## src/hw/rtl/grid_mesh_index_generator_core_defines.svh

```systemverilog
// ----------------------------------------------------------------------------
// Grid mesh index generator assertion macros
// Shared concurrent assertion helpers for the grid mesh index generator RTL.
// ----------------------------------------------------------------------------
`ifndef GRID_MESH_INDEX_GENERATOR_CORE_DEFINES_SVH
`define GRID_MESH_INDEX_GENERATOR_CORE_DEFINES_SVH

`ifndef ASSERT_OFF
// Same-cycle implication, disabled while reset is asserted.
`define GMIG_ASSERT_IMP(label, clk, rst_n, ante, cons) \
	label: assert property (@(posedge clk) disable iff (!(rst_n)) (ante) |-> (cons)) \
		else $error("grid mesh index generator: assertion failed");
// Next-cycle implication, disabled while reset is asserted.
`define GMIG_ASSERT_NXT(label, clk, rst_n, ante, cons) \
	label: assert property (@(posedge clk) disable iff (!(rst_n)) (ante) |=> (cons)) \
		else $error("grid mesh index generator: assertion failed");
`else
`define GMIG_ASSERT_IMP(label, clk, rst_n, ante, cons)
`define GMIG_ASSERT_NXT(label, clk, rst_n, ante, cons)
`endif

`endif

```

## src/hw/rtl/gmig_pkg.sv

```systemverilog
// ----------------------------------------------------------------------------
// Grid mesh index generator package
// Types, register indexes and constants shared by the index generator RTL.
// ----------------------------------------------------------------------------
`default_nettype none

package gmig_pkg;

	// Largest grid dimension; configured sizes saturate to [2, MAX_GRID_DIM].
	localparam int MAX_GRID_DIM = 4096;

	localparam int DIM_W   = 13;
	localparam int COORD_W = 12;
	localparam int INDEX_W = 24;
	localparam int CFG_IDX_W = 2;

	// Configuration register indexes.
	localparam logic [CFG_IDX_W-1:0] REG_GRID_WIDTH  = 2'd0;
	localparam logic [CFG_IDX_W-1:0] REG_GRID_HEIGHT = 2'd1;
	localparam logic [CFG_IDX_W-1:0] REG_TRI_MODE    = 2'd2;

	// Reset values of the configuration registers.
	localparam logic [DIM_W-1:0] GRID_WIDTH_RST  = 13'd1024;
	localparam logic [DIM_W-1:0] GRID_HEIGHT_RST = 13'd1024;

	// Number of indices a vertex emits.
	localparam logic [2:0] RUN_NONE  = 3'd0;
	localparam logic [2:0] RUN_STRIP = 3'd2;
	localparam logic [2:0] RUN_ROW_END = 3'd4;
	localparam logic [2:0] RUN_TRI   = 3'd6;

	// Input command: one grid vertex coordinate.
	typedef struct packed {
		logic [COORD_W-1:0] cell_x;
		logic [COORD_W-1:0] cell_y;
	} cmd_t;

	// One emitted mesh index.
	typedef struct packed {
		logic [INDEX_W-1:0] vertex_index;
		logic               last_of_run;
	} result_t;

	// Saturate a configured dimension into the supported range.
	function automatic logic [DIM_W-1:0] clamp_dim(input logic [DIM_W-1:0] v);
		logic [DIM_W-1:0] r;
		r = v;
		if (v < 13'd2) begin
			r = 13'd2;
		end else if (v > DIM_W'(MAX_GRID_DIM)) begin
			r = DIM_W'(MAX_GRID_DIM);
		end
		return r;
	endfunction

endpackage

`default_nettype wire

```

## src/hw/rtl/grid_mesh_index_generator_core.sv

```systemverilog
// ----------------------------------------------------------------------------
// Grid mesh index generator core
// Turns grid vertex coordinates into triangle strip or triangle list indices.
// ----------------------------------------------------------------------------
// A command transfer takes place at a rising edge with start high and busy
// low. The coordinate is registered in the input stage, the indices are
// computed from it with one 12x13 multiply and a few adds and loaded into the
// emit stage, and the results then leave on the result port one per cycle
// through the output register. An item emits as many results as its run
// holds (2 for a strip vertex, 4 at a strip row end, 6 for a triangle-list
// cell), or none. The next command is taken while the previous one is
// still emitting. The receiver cannot stall: every strobe is a transfer.
// Configuration is to be written only while the block is idle; the block
// itself does not enforce this.
`default_nettype none

`include "grid_mesh_index_generator_core_defines.svh"

module grid_mesh_index_generator_core (
	input  wire logic                             clk,
	input  wire logic                             arst_n,
	// Configuration write port
	input  wire logic                             cfg_wr_en,
	input  wire logic [gmig_pkg::CFG_IDX_W-1:0]   cfg_index,
	input  wire logic [gmig_pkg::DIM_W-1:0]       cfg_wdata,
	// Command side
	input  wire logic                             start,
	input  wire gmig_pkg::cmd_t                   cmd,
	output logic                                  busy,
	// Result side
	output logic                                  result_strobe,
	output gmig_pkg::result_t                     result
);

	// Configuration registers
	logic [gmig_pkg::DIM_W-1:0] grid_width_q;
	logic [gmig_pkg::DIM_W-1:0] grid_height_q;
	logic                       tri_mode_q;

	// Input stage
	logic           valid_s1;
	gmig_pkg::cmd_t cmd_s1;

	// Emit stage
	logic                         valid_s2;
	logic                         mode_s2;
	logic [2:0]                   cnt_s2;
	logic [2:0]                   pos_s2;
	logic [gmig_pkg::INDEX_W-1:0] c_s2;
	logic [gmig_pkg::INDEX_W-1:0] u_s2;
	logic [gmig_pkg::INDEX_W-1:0] base_s2;

	// Output register
	logic              strobe_q;
	gmig_pkg::result_t result_q;

	// Compute-stage signals
	logic [gmig_pkg::DIM_W-1:0]   w_eff;
	logic [gmig_pkg::DIM_W-1:0]   h_eff;
	logic [gmig_pkg::DIM_W-1:0]   x_ext;
	logic [gmig_pkg::DIM_W-1:0]   y_ext;
	logic [gmig_pkg::INDEX_W-1:0] prod;
	logic [gmig_pkg::INDEX_W-1:0] c_c;
	logic [gmig_pkg::INDEX_W-1:0] base_c;
	logic [gmig_pkg::INDEX_W-1:0] u_c;
	logic [2:0]                   cnt_c;
	logic                         last_s2;
	logic                         load_s2;
	logic                         accept;
	logic [gmig_pkg::INDEX_W-1:0] sel_index;

	// Configuration writes; indexes beyond the register list are ignored.
	always_ff @(posedge clk or negedge arst_n) begin
		if (!arst_n) begin
			grid_width_q  <= gmig_pkg::GRID_WIDTH_RST;
			grid_height_q <= gmig_pkg::GRID_HEIGHT_RST;
			tri_mode_q    <= 1'b0;
		end else if (cfg_wr_en) begin
			case (cfg_index)
				gmig_pkg::REG_GRID_WIDTH:  grid_width_q  <= cfg_wdata;
				gmig_pkg::REG_GRID_HEIGHT: grid_height_q <= cfg_wdata;
				gmig_pkg::REG_TRI_MODE:    tri_mode_q    <= cfg_wdata[0];
				default: ;
			endcase
		end
	end

	// Handshake: the input stage drains when the emit stage is free or ends.
	assign last_s2 = (pos_s2 == (cnt_s2 - 3'd1));
	assign load_s2 = valid_s1 && (!valid_s2 || last_s2);
	assign busy    = valid_s1 && !load_s2;
	assign accept  = start && !busy;

	// Input register
	always_ff @(posedge clk or negedge arst_n) begin
		if (!arst_n) begin
			valid_s1 <= 1'b0;
		end else if (accept) begin
			valid_s1 <= 1'b1;
		end else if (load_s2) begin
			valid_s1 <= 1'b0;
		end
	end

	always_ff @(posedge clk) begin
		if (accept) begin
			cmd_s1 <= cmd;
		end
	end

	// Index arithmetic: row base of the next row, current and lower index.
	always_comb begin
		w_eff  = gmig_pkg::clamp_dim(grid_width_q);
		h_eff  = gmig_pkg::clamp_dim(grid_height_q);
		x_ext  = {1'b0, cmd_s1.cell_x};
		y_ext  = {1'b0, cmd_s1.cell_y};
		prod   = gmig_pkg::INDEX_W'(cmd_s1.cell_y) * gmig_pkg::INDEX_W'(w_eff);
		c_c    = prod + gmig_pkg::INDEX_W'(x_ext);
		base_c = prod + gmig_pkg::INDEX_W'(w_eff);
		u_c    = base_c + gmig_pkg::INDEX_W'(x_ext);
	end

	// Number of results; the last row, outside coordinates and, in triangle-list mode, the last column emit none.
	always_comb begin
		cnt_c = gmig_pkg::RUN_NONE;
		if (x_ext < w_eff && y_ext < (h_eff - 13'd1)) begin
			if (tri_mode_q) begin
				if (x_ext < (w_eff - 13'd1)) begin
					cnt_c = gmig_pkg::RUN_TRI;
				end
			end else if (x_ext == (w_eff - 13'd1) && y_ext < (h_eff - 13'd2)) begin
				cnt_c = gmig_pkg::RUN_ROW_END;
			end else begin
				cnt_c = gmig_pkg::RUN_STRIP;
			end
		end
	end

	// Emit stage control: one result per cycle until the run ends.
	always_ff @(posedge clk or negedge arst_n) begin
		if (!arst_n) begin
			valid_s2 <= 1'b0;
			pos_s2   <= 3'd0;
			cnt_s2   <= gmig_pkg::RUN_NONE;
		end else if (load_s2) begin
			valid_s2 <= (cnt_c != gmig_pkg::RUN_NONE);
			pos_s2   <= 3'd0;
			cnt_s2   <= cnt_c;
		end else if (valid_s2) begin
			if (last_s2) begin
				valid_s2 <= 1'b0;
			end else begin
				pos_s2 <= pos_s2 + 3'd1;
			end
		end
	end

	always_ff @(posedge clk) begin
		if (load_s2) begin
			mode_s2 <= tri_mode_q;
			c_s2    <= c_c;
			u_s2    <= u_c;
			base_s2 <= base_c;
		end
	end

	// Index selection by position in the run.
	always_comb begin
		sel_index = c_s2;
		if (mode_s2) begin
			case (pos_s2)
				3'd0:    sel_index = u_s2 + 24'd1;
				3'd1:    sel_index = c_s2 + 24'd1;
				3'd2:    sel_index = c_s2;
				3'd3:    sel_index = c_s2;
				3'd4:    sel_index = u_s2;
				3'd5:    sel_index = u_s2 + 24'd1;
				default: sel_index = c_s2;
			endcase
		end else begin
			case (pos_s2)
				3'd0:    sel_index = c_s2;
				3'd1:    sel_index = u_s2;
				3'd2:    sel_index = u_s2;
				3'd3:    sel_index = base_s2;
				default: sel_index = c_s2;
			endcase
		end
	end

	// Result register
	always_ff @(posedge clk or negedge arst_n) begin
		if (!arst_n) begin
			strobe_q <= 1'b0;
		end else begin
			strobe_q <= valid_s2;
		end
	end

	always_ff @(posedge clk) begin
		if (valid_s2) begin
			result_q.vertex_index <= sel_index;
			result_q.last_of_run  <= last_s2;
		end
	end

	assign result_strobe = strobe_q;
	assign result        = result_q;

	// Assertions
	`GMIG_ASSERT_IMP(a_pos_in_run, clk, arst_n, valid_s2, pos_s2 < cnt_s2)
	`GMIG_ASSERT_NXT(a_emit_strobes, clk, arst_n, valid_s2, strobe_q)
	`GMIG_ASSERT_IMP(a_busy_holds_item, clk, arst_n, busy, valid_s1 && valid_s2)
	`GMIG_ASSERT_NXT(a_run_ends, clk, arst_n, valid_s2 && last_s2 && !load_s2, !valid_s2)

endmodule

`default_nettype wire
```

## config.mk

```make
export PLATFORM = sky130hd
export DESIGN_NAME = grid_mesh_index_generator_core
export DESIGN_NICKNAME = d
export VERILOG_FILES = /design/src/hw/rtl/gmig_pkg.sv /design/src/hw/rtl/grid_mesh_index_generator_core.sv
export VERILOG_INCLUDE_DIRS = /design/src /design/src/hw/rtl
export SDC_FILE = /design/constraint.sdc
export NUM_CORES = 1
export LEC_CHECK = 0
export ABC_AREA = 1
export BUFFER_PORTS_ARGS = -buffer_cell sky130_fd_sc_hd__buf_2
export CAP_MARGIN = 20
export CORE_UTILIZATION = 64
export CTS_CLUSTER_SIZE = 30
export DETAILED_ROUTE_END_ITERATION = 6
export PLACE_DENSITY = 0.79
export SETUP_SLACK_MARGIN = 0.15
export SLEW_MARGIN = 40
export SYNTH_ARGS = -nofsm -noshare
export SYNTH_HDL_FRONTEND = slang
export SYNTH_SLANG_ARGS = --single-unit
```

## constraint.sdc

```tcl
create_clock -name clk -period 8.95 [get_ports clk]
set_clock_uncertainty 0.1 [all_clocks]
set_input_delay 2.2375 -clock clk [delete_from_list [all_inputs] [get_ports clk]]
set_output_delay 2.2375 -clock clk [all_outputs]
set_load 0.02 [all_outputs]
```

* Word level (Yosys, flattened, before mapping) *
Index checks and enable logic that the tools add are counted.

word-level totals
  register bits = 158
  bits in latches = 0
  memory bits (writable) = 0
  memory bits (read-only) = 0
  word-level logic and storage cells = 84
  memories kept = 0

operators by class
  add/subtract/negate cells = 10
  multipliers = 1
  div/mod/pow operators = 0
  $lt $le $gt $ge = 8
  equality and inequality tests = 10
  shift-type cells = 0
  muxes and demuxes = 19
  bitwise gates (word level) = 0
  reductions and logical operators = 20

operators with widths
  cell                                                                            count
  24-bit case mux with 3 select lines                                             1
  12-bit by 13-bit less-than comparator with 1-bit output                         4
  13-bit two-way mux                                                              4
  24-bit by 1-bit adder with 24-bit output (second input constant)                2
  24-bit by 12-bit adder with 24-bit output                                       2
  24-bit case mux with 2 select lines                                             1
  13-bit greater-than comparator (second input constant)                          2
  13-bit by 2-bit less-than comparator with 1-bit output (second input constant)  2
  13-bit by 1-bit subtractor with 13-bit output (second input constant)           2
  24-bit by 13-bit adder with 24-bit output                                       1
  12-bit by 13-bit multiplier with 24-bit output                                  1
  24-bit two-way mux                                                              1
  3-bit two-way mux                                                               7
  12-bit by 13-bit equality test with 1-bit output                                1
  13-bit by 2-bit subtractor with 13-bit output (second input constant)           1
  2-bit AND reduction                                                             4
  3-bit by 2-bit equality test with 1-bit output (second input constant)          2
  3-bit equality test (second input constant)                                     2
  1-bit logical AND                                                               5
  1-bit two-way mux                                                               5
  2-bit nonzero test                                                              2
  2-bit OR reduction                                                              2
  3-bit by 1-bit adder with 3-bit output (second input constant)                  1
  3-bit by 1-bit equality test with 1-bit output (second input constant)          1
  10 further kinds                                                                12

* Logic depth before layout (Yosys ltp) *
Gate-level depths: netlist (run 1).

  depth after elaboration = 11
  gate-level depth with buffers = 46
  depth with buffers taken out = 46

* Least setup slack after synthesis (run 1) *
Ideal clock, no wire load.

  path kind = reg2reg
  start point = register grid_width_q[6] in the netlist's numbering
  end point = register u_s2[22] in the netlist's numbering, data pin
  arrival = 7.131 ns
  path slack = 1.470 ns
  stages on the path, launching flop included = 42
  path through = dfrtp_1 nor2_1 nand2_1 nor2_1 nand2_1 nand2_2 nand2_1 inv_1 clkbuf_1 nand2_1 fa_1 inv_1 fa_1 ha_1 fa_1 inv_1 fa_1 inv_1 [6 not listed] ha_1 nand2_1 nor4_1 nand2_1 nand2_1 xor2_1 ha_1 a21oi_1 o21ai_0 a221oi_1 nor2_1 nand2_1 nor2_1 and2_1 nand3_1 nand2_1 nand2_1 inv_1

between the ends
  cells in the longest elaborated chain, start to end = 6
  elaborated cells on any way between the ends = 7
  classes of those cells = add/sub (2); mul (1); order compare (2); mux (2)

ends and longest elaborated chain
  element                                         line                                   source
  from (decl)                                     grid_mesh_index_generator_core.sv:36   logic [gmig_pkg::DIM_W-1:0] grid_width_q;
  from (signal assigned)                          grid_mesh_index_generator_core.sv:75   grid_width_q <= gmig_pkg::GRID_WIDTH_RST;
  from (signal assigned)                          grid_mesh_index_generator_core.sv:80   gmig_pkg::REG_GRID_WIDTH: grid_width_q <= cfg_wdata;
  13-bit greater-than comparator                  gmig_pkg.sv:50                         end else if (v > DIM_W'(MAX_GRID_DIM)) begin
  13-bit two-way mux                              gmig_pkg.sv:50
  13-bit two-way mux (*)                          gmig_pkg.sv:48                         if (v < 13'd2) begin
  12-bit by 13-bit multiplier with 24-bit output  grid_mesh_index_generator_core.sv:117  prod = gmig_pkg::INDEX_W'(cmd_s1.cell_y) * gmig_pkg::INDEX_W'(w_eff);
  24-bit by 13-bit adder with 24-bit output (*)   grid_mesh_index_generator_core.sv:119  base_c = prod + gmig_pkg::INDEX_W'(w_eff);
  net base_c, one bit                             grid_mesh_index_generator_core.sv:64   logic [gmig_pkg::INDEX_W-1:0] base_c;
  24-bit by 12-bit adder with 24-bit output (*)   grid_mesh_index_generator_core.sv:120  u_c = base_c + gmig_pkg::INDEX_W'(x_ext);
  net u_c, one bit                                grid_mesh_index_generator_core.sv:65   logic [gmig_pkg::INDEX_W-1:0] u_c;
  to (signal assigned)                            grid_mesh_index_generator_core.sv:162  u_s2 <= u_c;
  to (decl)                                       grid_mesh_index_generator_core.sv:50   logic [gmig_pkg::INDEX_W-1:0] u_s2;

The timed path passes the listed nets; every way through them passes the cells marked *.
A chain may end at the register's enable or synchronous reset.

* Worst setup path after layout (run 1) *
  start point = register grid_width_q[6] in the netlist's numbering
  end point = register u_s2[18] in the netlist's numbering, data pin

The elaborated chain is that of the path after synthesis.

==> results of run 1 <==
## state kept, by name (all words and copies together) (netlist names)
| register | flops |
|---|---|
| tri_mode_q | 1 |
| valid_s2 | 1 |
| u_s2 | 24 |
| result | 25 |
| result_strobe | 1 |
| cmd_s1 | 24 |
| base_s2 | 24 |
| valid_s1 | 1 |
| c_s2 | 24 |
| pos_s2 | 3 |
| mode_s2 | 1 |
| grid_width_q | 13 |
| grid_height_q | 13 |
| cnt_s2 | 2 |
## per-stage QoR
stage          hold slack, ns  utilization  std cells
4_1_cts                 0.407        0.704       2495
3_5_place_dp            0.396        0.681       2463
3_3_place_gp            0.398        0.680       2463
2_1_floorplan           0.369            -       2093
5_1_grt                 0.444        0.711       2506
6_report                0.405        0.711       2506
## final cells by class
class / instances / area share
Inverter: 356 / 0.0760
Tap cell: 330 / 0.0231
Timing Repair Buffer: 95 / 0.0306
Multi-Input combinational cell: 1536 / 0.583
Sequential cell: 157 / 0.254
Clock buffer: 17 / 0.0238
Clock inverter: 15 / 0.00972
## Yosys cell counts, types with 6 or more instances
master	instances	share of area
a21oi_1	81	0.025
a221oi_1	14	0.0075
a31oi_1	15	0.0057
and2_1	6	0.0023
clkbuf_1	30	0.0068
dfrtp_1	33	0.050
edfxtp_1	122	0.22
fa_1	112	0.14
ha_1	152	0.12
inv_1	336	0.077
inv_2	15	0.0034
nand2_1	523	0.12
nand2_2	12	0.0046
nand3_1	91	0.028
nand4_1	31	0.012
nor2_1	191	0.044
nor2_2	11	0.0042
nor3_1	24	0.0073
o211ai_1	16	0.0073
o21ai_0	77	0.023
o21ai_1	20	0.0061
o21ai_2	8	0.0043
xnor2_1	20	0.011
xor2_1	75	0.040
## cell families after synthesis
| group | Yosys count | synth area share |
|---|---|---|
| AOI/OAI and AO/OA | 257 | 0.0920 |
| buffers and inverters | 400 | 0.0930 |
| xor gates and xnor gates | 95 | 0.0506 |
| DFF | 157 | 0.276 |
| and+or+nand+nor | 920 | 0.236 |
| adders and majority gates | 264 | 0.252 |
## critical path, delay by kind of cell (launching register included)
| kind | cells | cell delay (ns) |
|---|---|---|
| flops | 1 | 0.40 |
| buf+inv | 5 | 0.49 |
| simple gates | 17 | 2.37 |
| fa+ha+maj | 8 | 3.53 |
| compound gates | 4 | 0.57 |
| xor+xnor | 3 | 0.56 |
## timing repair
item / CTS / global route
resized for setup: 0 / 15
buffers inserted: 0 / 11
endpoints found under the setup margin: 0 / 8
## layer usage
metal	share of wire	wire length [um]
met2	0.49	22200
met4	0.043	1920
met5	0	0
met3	0.057	2570
met1	0.41	18500
## worst min-delay path by stage
stage                     cells after the start  slack [ns]           endpoint
final                                         2        0.41   grid_width_q[10]
after global routing                          2        0.44  grid_height_q[10]
after CTS                                     2        0.41   grid_width_q[10]
after detailed placement                      2        0.40   grid_width_q[10]
after global placement                        2        0.40   grid_width_q[10]
after floorplan                               2        0.37          cnt_s2[2]
==> out/qor.yml, run 1 <==
run_status:
  status: "finished, final reports clean"
setup_path:
  reg2reg_depth: 37
  crit_path_start_kind: "flop"
  critPathRequiredTime_ns: 9.03
  regToRegEndpoint: "u_s2[18]"
  r2r_slack_ns: 0.68
  path_max_fanout: 10
  endpoint: "u_s2[18]"
  cpPeakStageDelay_ns: 0.54
  criticalPathCategory: "flop to flop"
  arrival_ns: 8.35
  cp-startpoint: "grid_width_q[6]"
  reg2reg_from: "grid_width_q[6]"
  cp-end-kind: "flop"
  cp_common_cell: "nand2_1"
  critPathSlowestCell: "fa_1"
drt:
  vias_per_cell: 5.78
  first_pass_iters: 6
  drt-initial-drc-count: 1331
  num_vias: 14500
  post_drt_wl_per_cell_um: 18.0
  ant_nets: 0
  wl_um: 45200
  remaining_drc_errors: 0
layout:
  layout.nets: 2470
  diodes: 0
  layout_common_cells: "521 x nand2_1, 334 x inv_1, 188 x nor2_1"
  mostFrequentLayoutCell: "nand2_1"
  seq_area_mm2: 0.00454
  fillCellCount: 2068
  drive_gt1_frac: 0.0938
  multi_input_area_mm2: 0.0104
  areaGrowthSynthToFinish_pct: 8.78
  postLayoutCellArea_mm2: 0.0179
hold_path:
  min_path_type: "flop to flop"
  hp-start: "grid_width_q[10]"
yosys:
  synth_nets: 2400
  yosys_warnings: 0
  synth_seq_cells: 157
  synth_top_flop_cell: "edfxtp_1"
  synth_edf_count: 122
  async_flop_share: 0.223
  netlist_area_mm2: 0.0164
  syn_area_per_cell_um2: 7.86
  yosysUniqueCellTypes: 53
  synthCells: 2093
  yosysSeqAreaShare: 0.276
global_routing:
  use_met3: 0.0475
  grt_pass1_wl_um: 72900
  grt_max_degree: 75
  grt_use_met1: 0.447
  busiest_layer: "met2"
  grt_pass1_vias: 14400
  overflow: 0
  antenna_found_initial: 0
  grtUsageMet2: 0.615
  track_usage: 0.357
placement:
  place_ws_ns: 0.473
  port_buffers: 69
  gp_congestion: 0.972
  post_dp_cell_area_mm2: 0.0171
  dp_hpwl_um: 35600
sta:
  min_period_over_period: 0.924
  fmax_mhz: 121
  rsz0062_at_grt: "true"
  finalHoldViolCount: 0
  fin_ws_ns: 0.677
  setup_tns_ns: 0
  min_period_ns: 8.27
  slew_headroom: 0.489
  setup_viol_count_final: 0
  slew_violations: 0
  worst_pin_slew_ns: 0.766
floorplan:
  die_area_mm2: 0.0263
  ios: 70
  rows: 58
  start_util: 0.653
  dieWidth_um: 162
  core_mm2: 0.0252
  dieHeight_um: 162
cts:
  cts_tree: "done"
  numClockSinks: 157
  clk_latency_ns: 0.43
  clk_pin_slew_worst_paths_ns: 0.08
  numCtsBuffers: 17
  cts-hold-fix-buffers: 0
  cts_root_buf: "clkbuf_16"
  h-tree-depth: 4
  ctsLongestPathBuffers: 2
job:
  max_cap_violations: 0
Power of run 1 is not shown: default switching activity piles up to over one toggle a cycle in this logic, so the estimate is an artifact.
==> run 2, diff against run 1 <==
CORE_MARGIN = 4   (was not set)
==> run 2 against run 1 <==
Compared with the run above: setup slack got worse by 0.088 ns; cell count fell by 0.12%; register-to-register slack worse by 0.09 ns; largest cell class unchanged; highest routed layer unchanged.
==> out/qor.yml, run 2 (synthesized netlist as in run 1, its figures left out) <==
setup_path:
  path_buf_inv: 4  # -1
  critPathSlowestCell: "fa_1"
  path_max_fanout: 10  # unchanged
  cpPeakStageDelay_ns: 0.56  # +0.02 ns
  arrival_ns: 8.46  # +0.11 ns
  cpLargestDelayFamily: "adder cells"
  criticalPathCategory: "flop to flop"
  critPathRequiredTime_ns: 9.05  # +0.02 ns
  cp-end-kind: "flop"
  crit_path_start_kind: "flop"
  cp_common_cell: "nand2_1"
sta:
  finalHoldViolCount: 0  # unchanged
  setup_tns_ns: 0  # unchanged
  setup_viol_count_final: 0  # unchanged
  worst_pin_slew_ns: 0.749  # -0.0164 ns
  rsz0062_at_grt: "false"
  slew_violations: 0  # unchanged
  min_period_over_period: 0.934  # +0.00986
  fmax_mhz: 120  # -1.1%
  min_period_ns: 8.36  # +0.0882 ns
  slew_headroom: 0.500  # +0.0109
layout:
  layout.nets: 2467  # -0.12%
  mostFrequentLayoutCell: "nand2_1"
  diodes: 0  # unchanged
  largest_register_ffs: 25  # unchanged
  areaGrowthSynthToFinish_pct: 8.55
  drive_gt1_frac: 0.0916  # -0.00217
  layout_common_cells: "521 x nand2_1, 334 x inv_1, 188 x nor2_1"
floorplan:
  die_area_mm2: 0.0283  # +7.5%
  dieHeight_um: 168  # +3.7%
  start_util: 0.651  # -0.00188
  core_mm2: 0.0253  # +0.29%
  ios: 70  # unchanged
  dieWidth_um: 168  # +3.7%
  rows: 58  # unchanged
cts:
  numClockSinks: 157  # unchanged
  numCtsBuffers: 17  # unchanged
  h-tree-depth: 4  # unchanged
  clk_pin_slew_worst_paths_ns: 0.07  # about the same
  cts_root_buf: "clkbuf_16"
  cts_tree: "done"
  clk_latency_ns: 0.44  # about the same
  ctsLongestPathBuffers: 2  # unchanged
drt:
  vias_per_cell: 5.79  # +0.15%
  drt-initial-drc-count: 1377  # +3.5%
  ant_nets: 0  # unchanged
  wl_um: 44700  # -1.1%
  remaining_drc_errors: 0  # unchanged
  num_vias: 14500  # +0.034%
  first_pass_iters: 6  # unchanged
  post_drt_wl_per_cell_um: 17.8  # -1.0%
global_routing:
  grt_max_degree: 75  # unchanged
  grt_pass1_vias: 14100  # -1.8%
  antenna_found_initial: 0  # unchanged
  overflow: 0  # unchanged
  track_usage: 0.317  # -0.0395
  grt_pass1_wl_um: 71800  # -1.5%
placement:
  dp_hpwl_um: 35400  # -0.77%
  port_buffers: 69  # unchanged
  gp_congestion: 0.978  # +0.58%
run_status:
  status: "finished, final reports clean"
job:
  max_cap_violations: 0  # unchanged
hold_path:
  min_path_type: "flop to flop"
## run 2: worst min-delay path, stage by stage, from the launching register on
cell     delay [ns]
dfrtp_1        0.37
nand2_1        0.06
nand2_1        0.05
## run 2: area by class of cell
cell class	count	area [um^2]
multi-input combinational	1536	10400
fill	2023	7400
sequential	157	4540
inverter	356	1360
timing repair buffer	92	524
clock buffer	17	425
tap	330	413
clock inverter	15	184
## run 2: what timing repair did
action,CTS,global route
setup endpoints to repair,0,8
hold buffers,0,0
buffers inserted,0,6
resized for setup,0,10
endpoints found under the hold margin,0,0
## run 2: stage by stage
| stage | area [um^2] | cells | setup slack [ns] | utilization | hold slack [ns] |
|---|---|---|---|---|---|
| after floorplan | 16400 | 2093 | 1.47 | - | 0.369 |
| after global placement | 17100 | 2465 | 0.808 | 0.679 | 0.395 |
| after detailed placement | 17200 | 2465 | 0.558 | 0.679 | 0.397 |
| after CTS | 17800 | 2497 | 0.309 | 0.703 | 0.417 |
| after global routing | 17900 | 2503 | 0.124 | 0.707 | 0.426 |
| final | 17900 | 2503 | 0.589 | 0.707 | 0.413 |
## run 2: per-layer routing
layer	wire [um]	global-route usage	share of wire	up-vias
met5	0	0	0	-
li1	-	-	-	6902
met3	2870	0.0324	0.064	135
met1	18100	0.405	0.40	6826
met2	21700	0.553	0.49	635
met4	2040	0.133	0.046	0
## run 2: worst paths after layout
| kind | slack [ns] | endpoint | from | depth (start not counted) |
|---|---|---|---|---|
| hold / removal | 0.41 | cnt_s2[2] | cnt_s2[2] | 2 |
| max in group asynchronous | 6.75 | grid_width_q[10] | arst_n | 1 |
| setup / recovery | 0.59 | u_s2[22] | grid_width_q[10] | 34 |
| hold reg to reg | 0.41 | cnt_s2[2] | cnt_s2[2] | 2 |
| setup reg to reg | 0.59 | u_s2[22] | grid_width_q[10] | 34 |
| min in group asynchronous | 1.64 | pos_s2[1] | arst_n | 1 |
Power of run 2 is left out for the same reason.
==> run 3, diff against run 2 <==
CORE_MARGIN = 2   (was 4)
GPL_TIMING_DRIVEN = 0   (was not set)
==> run 3 against run 2 <==
Compared with the run above: setup slack got worse by 0.087 ns; cell area rose by 1.1%; non-clock buffer count rose by 28; maximum frequency decreased by 1.0%; hold slack worse by 0.0039 ns.
==> out/qor.yml, run 3 (synthesized netlist as in run 1, its figures left out) <==
placement:
  dp_hpwl_um: 37600  # +6.3%
  port_buffers: 69  # unchanged
  place_ws_ns: -0.0828  # -0.640 ns
  post_dp_cell_area_mm2: 0.0173  # +0.72%
  gp_congestion: 0.933  # -4.7%
layout:
  areaGrowthSynthToFinish_pct: 9.78
  multi_input_area_mm2: 0.0105  # +0.93%
  layout_common_cells: "514 x nand2_1, 335 x inv_1, 187 x nor2_1"
  postLayoutCellArea_mm2: 0.0181  # +1.1%
  postLayoutCoreUtil: 0.717  # +0.0101
  seq_area_mm2: 0.00454  # unchanged
  mostFrequentLayoutCell: "nand2_1"
  layout.nets: 2495  # +1.1%
  fillCellCount: 1958  # -3.2%
  largest_register_ffs: 25  # unchanged
  drive_gt1_frac: 0.0945  # +0.00292
  diodes: 0  # unchanged
hold_path:
  min_path_type: "flop to flop"
  hold_depth: 2  # unchanged
  holdPathEnd: "grid_height_q[10]"
  hp-start: "grid_height_q[10]"
drt:
  num_vias: 14700  # +1.5%
  remaining_drc_errors: 0  # unchanged
  ant_nets: 0  # unchanged
  first_pass_iters: 7  # +1
  vias_per_cell: 5.81  # +0.34%
  post_drt_wl_per_cell_um: 18.7  # +4.8%
  wl_um: 47300  # +5.9%
  drt-initial-drc-count: 1397  # +1.5%
cts:
  h-tree-depth: 4  # unchanged
  clk_pin_slew_worst_paths_ns: 0.07  # about the same
  numClockSinks: 157  # unchanged
  cts-hold-fix-buffers: 0  # unchanged
  numCtsBuffers: 17  # unchanged
  clk_latency_ns: 0.45  # about the same
  ctsLongestPathBuffers: 2  # unchanged
  cts_tree: "done"
  cts_root_buf: "clkbuf_16"
sta:
  fin_ws_ns: 0.502  # -0.0867 ns
  setup_viol_count_final: 0  # unchanged
  fmax_mhz: 118  # -1.0%
  setup_tns_ns: 0  # unchanged
  rsz0062_at_grt: "false"
  slew_violations: 0  # unchanged
  finalHoldViolCount: 0  # unchanged
  worst_pin_slew_ns: 0.749  # -0.000131 ns
  min_period_ns: 8.45  # +0.0867 ns
  slew_headroom: 0.497  # -0.00273
  min_period_over_period: 0.944  # +0.00969
floorplan:
  ios: 70  # unchanged
  rows: 58  # unchanged
  dieHeight_um: 164  # -2.4%
  dieWidth_um: 164  # -2.4%
  start_util: 0.653  # +0.00188
  die_area_mm2: 0.0270  # -4.7%
  core_mm2: 0.0252  # -0.29%
setup_path:
  criticalPathCategory: "flop to flop"
  r2r_slack_ns: 0.50  # -0.09 ns
  cp-end-kind: "flop"
  critPathSlowestCell: "fa_1"
  reg2reg_from: "grid_width_q[4]"
  cpPeakStageDelay_ns: 0.54  # -0.02 ns
  regToRegEndpoint: "u_s2[22]"
  arrival_ns: 8.55  # +0.09 ns
  path_max_fanout: 10  # unchanged
  reg2reg_depth: 41  # +21%
  critPathRequiredTime_ns: 9.05  # about the same
  cp_common_cell: "nand2_1"
  crit_path_start_kind: "flop"
global_routing:
  grt_pass1_wl_um: 74000  # +3.1%
  track_usage: 0.361  # +0.0438
  overflow: 0  # unchanged
  grt_max_degree: 36  # -52%
  grt_pass1_vias: 14700  # +3.8%
  antenna_found_initial: 0  # unchanged
job:
  max_cap_violations: 0  # unchanged
run_status:
  status: "finished, final reports clean"
[run 3: cell count changes in the layout (fill, tap and decap cells not counted), sizes merged]
cell,before,now
buf,92,88
bufinv,0,2
clkbuf,17,49
clkinv,9,8
clkinvlp,5,3
inv,357,358
[run 3: routing by layer]
metal / up-vias / track usage / wire, um
met3: 172 / 0.0505 / 2940
met5: - / 0 / 0
met2: 665 / 0.626 / 23100
met1: 6919 / 0.430 / 18400
li1: 6954 / - / -
met4: 0 / 0.207 / 2890
[run 3: layout make-up]
| type | count | share of cell area |
|---|---|---|
| tap | 330 | 0.0229 |
| multi-input combinational | 1536 | 0.582 |
| sequential | 157 | 0.252 |
| timing repair buffer | 76 | 0.0241 |
| clock buffer | 17 | 0.0236 |
| inverter | 356 | 0.0746 |
| clock inverter | 15 | 0.00991 |
| buffer | 44 | 0.0115 |
[run 3: per-stage QoR]
step | instances | hold WS [ns]
global route | 2531 | 0.423
finish | 2531 | 0.409
detailed placement | 2495 | 0.402
floorplan | 2093 | 0.369
CTS | 2527 | 0.410
global placement | 2492 | 0.393
[run 3: repair_timing]
action | CTS | global route
endpoints found under the setup margin | 8 | 10
pin swaps | 0 | 2
setup buffers | 0 | 4
gates resized for setup | 7 | 33
[run 3: worst max-delay path by stage]
stage | startpoint | to | cells past startpoint
after floorplan | grid_width_q[6] | u_s2[22] | 41
after global placement | grid_width_q[7] | u_s2[22] | 41
after detailed placement | grid_width_q[7] | u_s2[21] | 42
after CTS | grid_width_q[7] | u_s2[21] | 42
after global routing | grid_width_q[9] | u_s2[22] | 41
final | grid_width_q[4] | u_s2[22] | 41
[run 3: critical path, delay by kind of cell, from the launching register on]
family,cells,cell delay (ns)
buf+inv,6,0.56
fa+ha+maj,8,3.51
xor+xnor,2,0.34
flops,1,0.43
simple gates,24,2.88
compound gates,1,0.37
Power of run 3 is left out for the same reason.
